[config.mk]
export PLATFORM = sky130hd
export DESIGN_NAME = byte_pattern_search_replace
export DESIGN_NICKNAME = d
export VERILOG_FILES = /design/src/sv/bpsr_pkg.sv /design/src/sv/bpsr_front.sv /design/src/sv/bpsr_queue.sv /design/src/sv/bpsr_back.sv /design/src/sv/byte_pattern_search_replace.sv
export VERILOG_INCLUDE_DIRS = /design/src /design/src/sv
export SDC_FILE = /design/constraint.sdc
export NUM_CORES = 2
export LEC_CHECK = 0
export ABC_AREA = 1
export BUFFER_PORTS_ARGS = -buffer_cell sky130_fd_sc_hd__buf_4
export CAP_MARGIN = 20
export CORE_ASPECT_RATIO = 1.2
export CORE_MARGIN = 1
export CORE_UTILIZATION = 65
export CTS_CLUSTER_SIZE = 10
export DETAILED_ROUTE_END_ITERATION = 10
export GPL_ROUTABILITY_DRIVEN = 0
export PLACE_DENSITY = 0.89
export SLEW_MARGIN = 5
export SYNTH_ARGS = -nofsm -noshare
export SYNTH_HDL_FRONTEND = slang
export SYNTH_SLANG_ARGS = --single-unit
[constraint.sdc]
create_clock -name i_clk -period 7.1 [get_ports i_clk]
set_input_delay 0.355 -clock i_clk [delete_from_list [all_inputs] [get_ports i_clk]]
set_output_delay 0.355 -clock i_clk [all_outputs]
set_load 0.02 [all_outputs]
[src/sv/assert_macros.svh]
// Assertion macros used by the top-level file for its concurrent checks.
`ifndef ASSERT_MACROS_SVH
`define ASSERT_MACROS_SVH

// Property must hold at every clock edge outside reset.
`define ASSERT_ALWAYS(label, prop, msg) \
    label: assert property (@(posedge i_clk) disable iff (!i_rst_n) (prop)) else $error(msg);

// Condition must never be seen at a clock edge outside reset.
`define ASSERT_NEVER(label, cond, msg) \
    label: assert property (@(posedge i_clk) disable iff (!i_rst_n) !(cond)) else $error(msg);

`endif

[src/sv/bpsr_pkg.sv]
// Package for the byte pattern search and replace block: types, constants, helpers.
`default_nettype none
package bpsr_pkg;

    localparam int MAX_PATTERN = 24;
    localparam int FILL_W      = 5;
    localparam int CNT_W       = 24;
    localparam int MAXR_W      = 16;
    localparam int CFG_IDX_W   = 3;
    localparam int QUEUE_DEPTH = 4;
    localparam int QPTR_W      = 2;
    localparam int QCNT_W      = 3;

    localparam logic [CNT_W-1:0] CNT_MAX = '1;

    localparam logic [CFG_IDX_W-1:0] CFG_PATTERN_LOW  = 3'd0;
    localparam logic [CFG_IDX_W-1:0] CFG_PATTERN_MID  = 3'd1;
    localparam logic [CFG_IDX_W-1:0] CFG_PATTERN_HIGH = 3'd2;
    localparam logic [CFG_IDX_W-1:0] CFG_SUBST_LOW    = 3'd3;
    localparam logic [CFG_IDX_W-1:0] CFG_SUBST_MID    = 3'd4;
    localparam logic [CFG_IDX_W-1:0] CFG_SUBST_HIGH   = 3'd5;
    localparam logic [CFG_IDX_W-1:0] CFG_PATTERN_LEN  = 3'd6;
    localparam logic [CFG_IDX_W-1:0] CFG_MAX_REPLACES = 3'd7;

    typedef struct packed {
        logic [7:0] in_byte;
        logic       in_last;
    } t_in;

    typedef struct packed {
        logic [7:0]       out_byte;
        logic             from_subst;
        logic             out_last;
        logic [CNT_W-1:0] match_count;
    } t_out;

    // One command from the front: either a single window byte or a whole
    // replacement burst, which the back expands from the replacement registers.
    typedef struct packed {
        logic             is_burst;
        logic [7:0]       data;
        logic             last;
        logic [CNT_W-1:0] count;
    } t_cmd;

    typedef struct packed {
        logic [MAX_PATTERN*8-1:0] pattern;
        logic [MAX_PATTERN*8-1:0] subst;
        logic [FILL_W-1:0]        len;
        logic [MAXR_W-1:0]        max_replaces;
    } t_cfg;

    typedef struct packed {
        logic empty;
        logic full;
    } t_qstat;

    // Length as used by the datapath: zero acts as one, oversize as the maximum.
    function automatic logic [FILL_W-1:0] active_len(input logic [FILL_W-1:0] raw);
        logic [FILL_W-1:0] len;
        len = raw;
        if (raw == '0) begin
            len = FILL_W'(1);
        end else if (raw > FILL_W'(MAX_PATTERN)) begin
            len = FILL_W'(MAX_PATTERN);
        end
        return len;
    endfunction

endpackage
`default_nettype wire

[src/sv/bpsr_front.sv]
// Front end: holds the sliding window, matches it against the pattern and issues commands.
`default_nettype none
module bpsr_front
    import bpsr_pkg::*;
(
    input  wire logic i_clk,
    input  wire logic i_rst_n,
    input  wire logic i_in_valid,
    output logic      o_in_ready,
    input  wire t_in  i_in_data,
    input  wire t_cfg i_cfg,
    input  wire logic i_q_full,
    output logic      o_push,
    output t_cmd      o_cmd
);

    logic [7:0]        r_win [MAX_PATTERN];
    logic [7:0]        n_win [MAX_PATTERN];
    logic [7:0]        e_win [MAX_PATTERN];
    logic [FILL_W-1:0] r_fill, n_fill, e_fill;
    logic [CNT_W-1:0]  r_cnt, n_cnt, cnt_inc;
    logic              r_pend, n_pend;
    logic              r_chk, n_chk, e_chk;
    logic              r_last, e_last;

    logic accept, go, match, allowed, act_pop, act_burst, cmd_last, more;

    assign o_in_ready = !r_pend && !i_q_full;
    assign accept     = i_in_valid && o_in_ready;
    assign go         = accept || (r_pend && !i_q_full);

    // The accepted word joins the window in the same cycle as the first action on it.
    always_comb begin
        e_fill = accept ? r_fill + FILL_W'(1) : r_fill;
        e_chk  = accept ? 1'b0 : r_chk;
        e_last = accept ? i_in_data.in_last : r_last;
        for (int i = 0; i < MAX_PATTERN; i++) begin
            e_win[i] = (accept && r_fill == FILL_W'(i)) ? i_in_data.in_byte : r_win[i];
        end
    end

    always_comb begin
        match = 1'b1;
        for (int i = 0; i < MAX_PATTERN; i++) begin
            if (FILL_W'(i) < i_cfg.len && e_win[i] != i_cfg.pattern[i*8 +: 8]) begin
                match = 1'b0;
            end
        end
    end

    assign allowed = (i_cfg.max_replaces == '0) ||
                     (r_cnt < {{(CNT_W-MAXR_W){1'b0}}, i_cfg.max_replaces});
    assign cnt_inc = (r_cnt == CNT_MAX) ? r_cnt : r_cnt + CNT_W'(1);

    always_comb begin
        act_pop   = 1'b0;
        act_burst = 1'b0;
        cmd_last  = 1'b0;
        n_fill    = e_fill;
        n_chk     = e_chk;
        n_cnt     = r_cnt;
        n_pend    = r_pend;
        more      = 1'b0;
        if (go) begin
            if (e_fill > i_cfg.len) begin
                // Window longer than the pattern after a length change.
                act_pop = 1'b1;
            end else if (e_fill == i_cfg.len && !e_chk) begin
                n_chk = 1'b1;
                if (match && allowed) begin
                    act_burst = 1'b1;
                    n_fill    = '0;
                    n_cnt     = cnt_inc;
                    cmd_last  = e_last;
                end else begin
                    act_pop  = 1'b1;
                    cmd_last = e_last && (e_fill == FILL_W'(1));
                end
            end else if (e_last && e_fill != '0) begin
                act_pop  = 1'b1;
                cmd_last = (e_fill == FILL_W'(1));
            end
            if (act_pop) begin
                n_fill = e_fill - FILL_W'(1);
            end
            more = (n_fill > i_cfg.len) || (n_fill == i_cfg.len && !n_chk) ||
                   (e_last && n_fill != '0);
            n_pend = more;
            if (!more && e_last) begin
                n_cnt  = '0;
                n_fill = '0;
            end
        end
    end

    always_comb begin
        for (int i = 0; i < MAX_PATTERN; i++) begin
            if (act_pop && i < MAX_PATTERN - 1) begin
                n_win[i] = e_win[i+1];
            end else begin
                n_win[i] = e_win[i];
            end
        end
    end

    always_comb begin
        o_push         = act_pop || act_burst;
        o_cmd.is_burst = act_burst;
        o_cmd.data     = e_win[0];
        o_cmd.last     = cmd_last;
        o_cmd.count    = act_burst ? cnt_inc : r_cnt;
    end

    always_ff @(posedge i_clk) begin
        r_win <= n_win;
        if (accept) begin
            r_last <= i_in_data.in_last;
        end
        if (!i_rst_n) begin
            r_fill <= '0;
            r_cnt  <= '0;
            r_pend <= 1'b0;
            r_chk  <= 1'b0;
        end else begin
            r_fill <= n_fill;
            r_cnt  <= n_cnt;
            r_pend <= n_pend;
            r_chk  <= n_chk;
        end
    end

endmodule
`default_nettype wire

[src/sv/bpsr_queue.sv]
// Short command queue between the front and back ends.
`default_nettype none
module bpsr_queue
    import bpsr_pkg::*;
(
    input  wire logic i_clk,
    input  wire logic i_rst_n,
    input  wire logic i_push,
    input  wire t_cmd i_cmd,
    input  wire logic i_pop,
    output t_cmd      o_head,
    output t_qstat    o_stat
);

    t_cmd              r_mem [QUEUE_DEPTH];
    logic [QPTR_W-1:0] r_wr, r_rd;
    logic [QCNT_W-1:0] r_count;

    assign o_head      = r_mem[r_rd];
    assign o_stat.empty = (r_count == '0);
    assign o_stat.full  = (r_count == QCNT_W'(QUEUE_DEPTH));

    always_ff @(posedge i_clk) begin
        if (i_push) begin
            r_mem[r_wr] <= i_cmd;
        end
        if (!i_rst_n) begin
            r_wr    <= '0;
            r_rd    <= '0;
            r_count <= '0;
        end else begin
            if (i_push) begin
                r_wr <= r_wr + QPTR_W'(1);
            end
            if (i_pop) begin
                r_rd <= r_rd + QPTR_W'(1);
            end
            case ({i_push, i_pop})
                2'b10:   r_count <= r_count + QCNT_W'(1);
                2'b01:   r_count <= r_count - QCNT_W'(1);
                default: r_count <= r_count;
            endcase
        end
    end

endmodule
`default_nettype wire

[src/sv/bpsr_back.sv]
// Back end: expands queued commands into output words through the output register.
`default_nettype none
module bpsr_back
    import bpsr_pkg::*;
(
    input  wire logic i_clk,
    input  wire logic i_rst_n,
    input  wire t_cmd i_head,
    input  wire logic i_q_empty,
    output logic      o_pop,
    input  wire t_cfg i_cfg,
    output logic      o_out_valid,
    input  wire logic i_out_ready,
    output t_out      o_out_data
);

    logic              r_valid;
    t_out              r_out, n_out;
    logic [FILL_W-1:0] r_idx;
    logic              load, last_beat;

    assign load      = !i_q_empty && (!r_valid || i_out_ready);
    assign last_beat = !i_head.is_burst || (r_idx == i_cfg.len - FILL_W'(1));
    assign o_pop     = load && last_beat;

    always_comb begin
        n_out.match_count = i_head.count;
        if (i_head.is_burst) begin
            n_out.out_byte   = i_cfg.subst[{r_idx, 3'b000} +: 8];
            n_out.from_subst = 1'b1;
            n_out.out_last   = i_head.last && last_beat;
        end else begin
            n_out.out_byte   = i_head.data;
            n_out.from_subst = 1'b0;
            n_out.out_last   = i_head.last;
        end
    end

    assign o_out_valid = r_valid;
    assign o_out_data  = r_out;

    always_ff @(posedge i_clk) begin
        if (load) begin
            r_out <= n_out;
        end
        if (!i_rst_n) begin
            r_valid <= 1'b0;
            r_idx   <= '0;
        end else begin
            if (load) begin
                r_valid <= 1'b1;
                r_idx   <= last_beat ? '0 : r_idx + FILL_W'(1);
            end else if (i_out_ready) begin
                r_valid <= 1'b0;
            end
        end
    end

endmodule
`default_nettype wire

[src/sv/byte_pattern_search_replace.sv]
// Path: an accepted word's command is written into the queue, then into the output register.
// Throughput: one input word and one output word per cycle while the queue is not full and
// the output is ready. Window actions (a pop or a pattern check) are issued one at a time,
// so a stream end or a length reduction stalls the input until they are done; a replacement
// of L bytes holds the output side for L words, absorbed by a four-entry queue.
// Reset: synchronous, clears control state and configuration; window bytes are not cleared.
`default_nettype none
`include "assert_macros.svh"
module byte_pattern_search_replace
    import bpsr_pkg::*;
(
    input  wire logic                 i_clk,
    input  wire logic                 i_rst_n,
    input  wire logic                 i_in_valid,
    output logic                      o_in_ready,
    input  wire t_in                  i_in_data,
    output logic                      o_out_valid,
    input  wire logic                 i_out_ready,
    output t_out                      o_out_data,
    input  wire logic                 i_cfg_valid,
    output logic                      o_cfg_ready,
    input  wire logic [CFG_IDX_W-1:0] i_cfg_index,
    input  wire logic [63:0]          i_cfg_data
);

    logic [MAX_PATTERN*8-1:0] r_pattern, r_subst;
    logic [FILL_W-1:0]        r_len;
    logic [MAXR_W-1:0]        r_max;
    t_cfg                     cfg;

    logic   q_push, q_pop;
    t_cmd   q_cmd, q_head;
    t_qstat q_stat;

    assign o_cfg_ready = 1'b1;

    always_ff @(posedge i_clk) begin
        if (!i_rst_n) begin
            r_pattern <= '0;
            r_subst   <= '0;
            r_len     <= FILL_W'(1);
            r_max     <= '0;
        end else if (i_cfg_valid) begin
            case (i_cfg_index)
                CFG_PATTERN_LOW:  r_pattern[63:0]    <= i_cfg_data;
                CFG_PATTERN_MID:  r_pattern[127:64]  <= i_cfg_data;
                CFG_PATTERN_HIGH: r_pattern[191:128] <= i_cfg_data;
                CFG_SUBST_LOW:    r_subst[63:0]      <= i_cfg_data;
                CFG_SUBST_MID:    r_subst[127:64]    <= i_cfg_data;
                CFG_SUBST_HIGH:   r_subst[191:128]   <= i_cfg_data;
                CFG_PATTERN_LEN:  r_len              <= i_cfg_data[FILL_W-1:0];
                CFG_MAX_REPLACES: r_max              <= i_cfg_data[MAXR_W-1:0];
                default:          r_max              <= r_max;
            endcase
        end
    end

    always_comb begin
        cfg.pattern      = r_pattern;
        cfg.subst        = r_subst;
        cfg.len          = active_len(r_len);
        cfg.max_replaces = r_max;
    end

    bpsr_front u_front (
        .i_clk      (i_clk),
        .i_rst_n    (i_rst_n),
        .i_in_valid (i_in_valid),
        .o_in_ready (o_in_ready),
        .i_in_data  (i_in_data),
        .i_cfg      (cfg),
        .i_q_full   (q_stat.full),
        .o_push     (q_push),
        .o_cmd      (q_cmd)
    );

    bpsr_queue u_queue (
        .i_clk   (i_clk),
        .i_rst_n (i_rst_n),
        .i_push  (q_push),
        .i_cmd   (q_cmd),
        .i_pop   (q_pop),
        .o_head  (q_head),
        .o_stat  (q_stat)
    );

    bpsr_back u_back (
        .i_clk       (i_clk),
        .i_rst_n     (i_rst_n),
        .i_head      (q_head),
        .i_q_empty   (q_stat.empty),
        .o_pop       (q_pop),
        .i_cfg       (cfg),
        .o_out_valid (o_out_valid),
        .i_out_ready (i_out_ready),
        .o_out_data  (o_out_data)
    );

    // The front must never issue a command into a full queue.
    `ASSERT_NEVER(a_no_overflow, q_push && q_stat.full, "command pushed into full queue")
    // The back must never take a command from an empty queue.
    `ASSERT_NEVER(a_no_underflow, q_pop && q_stat.empty, "command popped from empty queue")
    // A word is only accepted when the queue can take the action it causes.
    `ASSERT_ALWAYS(a_accept_space, (i_in_valid && o_in_ready) |-> !q_stat.full,
                   "input word accepted with queue full")

endmodule
`default_nettype wire
# Word-level counts from Yosys, hierarchy flattened
# Memories as Yosys holds them, arrays and structs flattened. A register that Yosys moved wholly into a read port is not among the register bits.
# Cells that the tools add are included.
totals:
  register_bits: 676
  word_cells: 361
  input_bits: 81
  output_inout_bits: 37
  n_memories: 1
  ramBits: 136
op_classes:
  magnitude_cmp: 28
  n_addsub: 9
  n_shift: 1
  muxes: 117
  n_reduce_logical: 96
  eq_ne: 63
mem_list:
  columns: ["memory", "depth", "width", "rd", "rd_clocked_by_memory_dff", "wr", "line", "rtl"]
  rows:
  - ["u_queue.r_mem", 4, 34, 1, 1, 1, "bpsr_queue.sv:15", "t_cmd r_mem [QUEUE_DEPTH];"]
op_table:
  columns: ["operator", "n"]
  rows:
  - ["8-bit two-way mux", 47]
  - ["8-bit != test", 24]
  - ["192-bit by 9-bit indexed part select with 8-bit output", 1]
  - ["24-bit two-way mux", 6]
  - ["1-bit logical AND", 61]
  - ["5-bit two-way mux", 11]
  - ["1-bit two-way mux", 49]
  - ["5-bit by 4-bit equality test with 1-bit output (second input constant)", 8]
  - ["5-bit equality test (second input constant)", 8]
  - ["4-bit by 5-bit < comparator with 1-bit output (first input constant)", 8]
  - ["5-bit < comparator (first input constant)", 8]
  - ["24-bit by 1-bit adder with 24-bit output (second input constant)", 1]
  - ["24-bit equality test (second input constant)", 1]
  - ["24-bit by 16-bit < comparator with 1-bit output", 1]
  - ["5-bit by 3-bit equality test with 1-bit output (second input constant)", 4]
  - ["3-bit by 5-bit < comparator with 1-bit output (first input constant)", 4]
  - ["16-bit logical NOT", 1]
  - ["2-bit AND reduction", 8]
  - ["3-bit equality test (second input constant)", 5]
  - ["5-bit equality test", 3]
  - ["5-bit by 1-bit adder with 5-bit output (second input constant)", 2]
  - ["5-bit by 1-bit equality test with 1-bit output (second input constant)", 2]
  - ["5-bit by 2-bit equality test with 1-bit output (second input constant)", 2]
  - ["5-bit greater-than comparator", 2]
  - ["22 further kinds", 47]

# Depth between registers and ports, before layout
logic_depth:
  depth_word: 47
  ltp_mapped: 35

# Hierarchy
# From an unflattened synthesis, not the netlist that was laid out.
unflattened:
  hier_cells: 6402
  area_unflattened_um2: 42469.5
modules_own_cells:
  columns: ["mod", "cells_per_inst", "instances", "seq_area_each_um2", "area_per_inst_um2"]
  rows:
  - ["bpsr_front", 2974, 1, 4484.3, 16741.1]
  - ["byte_pattern_search_replace", 2292, 1, 8107.8, 15861.5]
  - ["bpsr_queue", 386, 1, 4264.1, 5688.0]
  - ["bpsr_back", 750, 1, 1141.1, 4179.0]

# Worst setup path after synthesis
# OpenSTA, ideal clock, no wires.
synth_path:
  path_kind: "input to register"
  from: "input port i_in_valid"
  to: "register u_front.r_cnt[15]"
  path_slack_ns: 2.802
  required_time_ns: 6.968
  path_buffers: 5
  path_stages: 28
  arrival_ns: 4.166
  cell_sequence: "buf_2 > nand3_4 > buf_6 > buf_6 > buf_2 > nor2_2 > xor2_1 > inv_1 > ha_1 > nand2_1 > nor2_1 > nand2_1 > nor2_1 > nand3_4 > nand2_4 > nand2_1 > nand2_1 > inv_1 > ha_1 > nand2_1 > inv_1 > o21ai_0 > o211ai_1 > a21oi_1 > nand4_4 > buf_6 > nand2_1 > a21oi_1"
synth_via:
  elab_chain_len: 44
synth_lines:
  columns: ["item", "line", "rtl"]
  rows:
  - ["from (decl)", "byte_pattern_search_replace.sv:14", "input wire logic i_in_valid,"]
  - ["1-bit logical AND *", "bpsr_front.sv:29", "assign accept = i_in_valid && o_in_ready;"]
  - ["branches (longest 43 deep; another with 8-bit two-way mux)", null, null]
  - ["to (signal assigned)", "bpsr_front.sv:126", "r_cnt <= n_cnt;"]
  - ["to (decl)", "bpsr_front.sv:21", "logic [CNT_W-1:0] r_cnt, n_cnt, cnt_inc;"]
# Every way passes the cells marked *. The select of a mux whose other input is x is not followed.
# A chain may end at the register's enable or synchronous reset.

==> flow_metrics.tcl <==
set metrics [dict create \
    vdd_drop_max_v 0.000484 \
    placed_area_mm2 0.0389 \
    yosys_warnings 0 \
    wl_per_cell_um 20.9 \
    synth.area.mux_share_pct 0.553 \
    hold_viol 0 \
    drv_slew 0 \
    ff2ff_path_depth 21 \
    grt_pass1_vias 33600 \
    power.density_mw_per_mm2 390 \
    crit_arrival_ns 6.47 \
    period_needed_ns 5.94 \
    synth_compound_area_share_pct 18.2 \
    most-common-layout-cells "nand2_1, o21ai_0, nor2_1, dfxtp_1, inv_1" \
    cts.htree.levels 3 \
    syn_avg_cell_area_um2 7.37 \
    grt_overflow 0 \
    grt_max_degree 182 \
    final_cell_area_mm2 0.0415 \
    place_ws_ns 1.47 \
    cp_num_buf_inv 4 \
    p_leak_nw 17.2 \
    syn_to_final_growth_pct 9.19 \
    synth-xor-area-share_pct 1.52 \
    max_freq_mhz 168 \
    min-delay-start "i_cfg_data[23]" \
    first_iter_violations 5064 \
    fin_setup_tns_ns 0 \
    holdPathStages 3 \
    start_kind "flip-flop" \
    synthSimpleGateAreaFrac_pct 24.0 \
    synth_edf_count 170 \
    cp_data_required_time_ns 7.64 \
    drive_above_1_share_pct 6.37 \
    critPathMaxFanout 111 \
    path_class "flip-flop to flip-flop" \
    synth_nets 5276 \
    final_core_util_pct 72.2 \
    final_common_cell "nand2_1" \
    min_period_over_period_pct 83.6 \
    fin_worst_skew_ns 0.0416 \
    routed_wl_mm 123 \
    cap_violations 0 \
    critical_path_depth 21 \
    syn-instance-count 5153 \
    die_x_um 223 \
    cts_resized 0 \
    holdPathEnd "r_subst[151]$_SDFFE_PN0P_" \
    path_cells "nor2_2 -> nand2_2 -> nand3_4 -> inv_2 -> nand2_1 -> nor3_1 -> xor2_1 -> inv_1 -> ha_1 -> nand2_1 -> nor2_1 -> nand2_1 -> nor2_1 -> nor2_2 -> nand2_2 -> nand2_4 -> nor2_4 -> buf_4 -> buf_4 -> nand2_1 -> o21ai_0" \
    cts_hold_buffers 0 \
    synth_ff_type "dfxtp_1" \
    first_pass_iters 7 \
    cts_tree "built" \
    setup_viol 0 \
    rows 96 \
    crit_path_end_kind "flip-flop" \
    post_cts_buffers 0 \
    track_usage_pct 40.5 \
    grt_pass1_wl_mm 186 \
    ant_nets 0 \
    crit_family "simple AND/OR/NAND/NOR gates" \
    worst_pin_slew_ns 1.22 \
    synth_async_sr_flop_share_pct 0 \
    power_mw 16.2 \
    drc_errors 0 \
    nets 5230 \
    die_area_mm2 0.0594 \
    initial_core_util_pct 66.2 \
    cts_max_path_buffers 3 \
    rsz0062_at_grt "false" \
    grt_antenna_before_repair 6 \
    die_height_um 267 \
    fin_ws_ns 1.16 \
    slowest_stage "buf_4" \
    timing.rr.start "u_queue.r_count[0]$_SDFFE_PN0P_" \
    io_pins 118 \
    regToRegSetupSlack_ns 1.16 \
    hold_class "input port to flip-flop" \
    cts_root_buffer "clkbuf_16" \
    clk_pin_slew_ns 0.06 \
    cp_common_cell "nand2_1" \
    rr_endpoint "u_front.r_win[172]$_DFF_P_" \
    synth-adder-area-share_pct 1.40 \
    numCtsBuffers 91 \
    slew-limit-headroom_pct 18.8 \
    yosysSeqAreaShare_pct 47.4 \
    ys_types 54 \
    core_mm2 0.0574 \
    dp_hpwl_mm 77.0 \
    insertion_delay_ns 0.66 \
    crit_path_max_incr_delay_ns 0.84 \
    synth-seq-cells 814 \
    port_buffers 116 \
    cts_sinks 814 \
    synth_area_mm2 0.0380 \
    viasPerCell 6.22 \
    synth_top_family_by_area "simple AND/OR/NAND/NOR gates" \
    num_vias 36500 \
    status "finished clean" \
]
==> cells in the mapped netlist (32+ instances only) <==
cell type  number  share of area (%)
ha_1           41                1.4
o21ai_1        45               0.59
clkbuf_1      225                2.2
a31oi_1        32               0.53
nand3_1       164                2.2
dfxtp_1       644                 34
nor2_1        806                8.0
inv_1         347                3.4
o22ai_1        33               0.54
buf_2          37               0.49
nand2_1      1175                 12
edfxtp_1      170                 13
a21oi_1       228                3.0
xor2_1         40               0.92
o21ai_0       828                 11
o21bai_1       36               0.71
==> cell families (layout without fill, tap and decap cells) <==
group | count (synthesis) | in the layout
other | 1 | 2
AO/OA/AOI/OAI | 1288 | 1288
multiplexers | 21 | 21
flip-flops | 814 | 814
XOR/XNOR | 66 | 66
AND/OR/NAND/NOR | 2259 | 2259
adder cells (fa/ha/maj) | 42 | 42
buffers and inverters | 662 | 645
==> worst max path at each step <==
stage	from	end	slack (ns)
detailed placement	u_queue.r_count[0]$_SDFFE_PN0P_	u_front.r_win[25]$_DFF_P_	1.47
floorplan	i_in_valid	u_front.r_cnt[15]$_SDFFE_PN0P_	2.80
global route	u_queue.r_count[0]$_SDFFE_PN0P_	u_front.r_win[153]$_DFF_P_	0.88
global placement	u_queue.r_count[0]$_SDFFE_PN0P_	u_front.r_win[29]$_DFF_P_	1.79
finish	u_queue.r_count[0]$_SDFFE_PN0P_	u_front.r_win[172]$_DFF_P_	1.16
CTS	u_queue.r_count[0]$_SDFFE_PN0P_	u_front.r_win[172]$_DFF_P_	1.33
==> per-layer routing <==
metal  track usage (%)  vias up  part of all wire (%)
met1              47.9    16500                    34
met5                 0        -                 0.011
met4              34.6        2                   9.7
met2              61.9     2472                    43
li1                  -    16800                     -
met3              9.91      673                    13
==> worst min-delay path: cells and delay by family <==
family                 cells  cell delay [ns]
and+or+nand+nor            2             0.15
buffers and inverters      1             0.15
==> area by class of cell <==
cell class,count,area [µm²]
Sequential cell,814,18000
Multi-Input combinational cell,3677,17400
Fill cell,4337,15900
Clock buffer,116,2400
Inverter,368,1380
Timing Repair Buffer,155,1270
Tap cell,735,920
Clock inverter,6,118
Antenna cell,1,2.50
==> sequential cells by signal, indices dropped and copies added, names as in the netlist, 2 cells and up, named ones only <==
signal             cells
u_queue.r_mem        136
u_back.r_idx           5
r_max                 16
u_front.r_win        192
u_queue.r_wr           2
r_subst              192
u_queue.r_rd           2
u_queue.r_count        3
u_front.r_cnt         24
u_back.o_out_data     34
u_front.r_fill         5
r_pattern            192
r_len                  5
==> where the power goes <==
group	switching, mW	internal, mW	total [mW]
logic	4.21	1.70	5.90
clock network	1.85	2.35	4.21
registers	0.331	5.75	6.08
total	6.39	9.80	16.2
==> through the flow <==
step,cells,hold slack [ns]
global placement,5745,0.454
finish,5872,0.0324
CTS,5867,0.00909
floorplan,5153,0.436
global route,5871,0.0465
detailed placement,5745,0.457
Note: power is estimated with default switching activity, not from simulation.
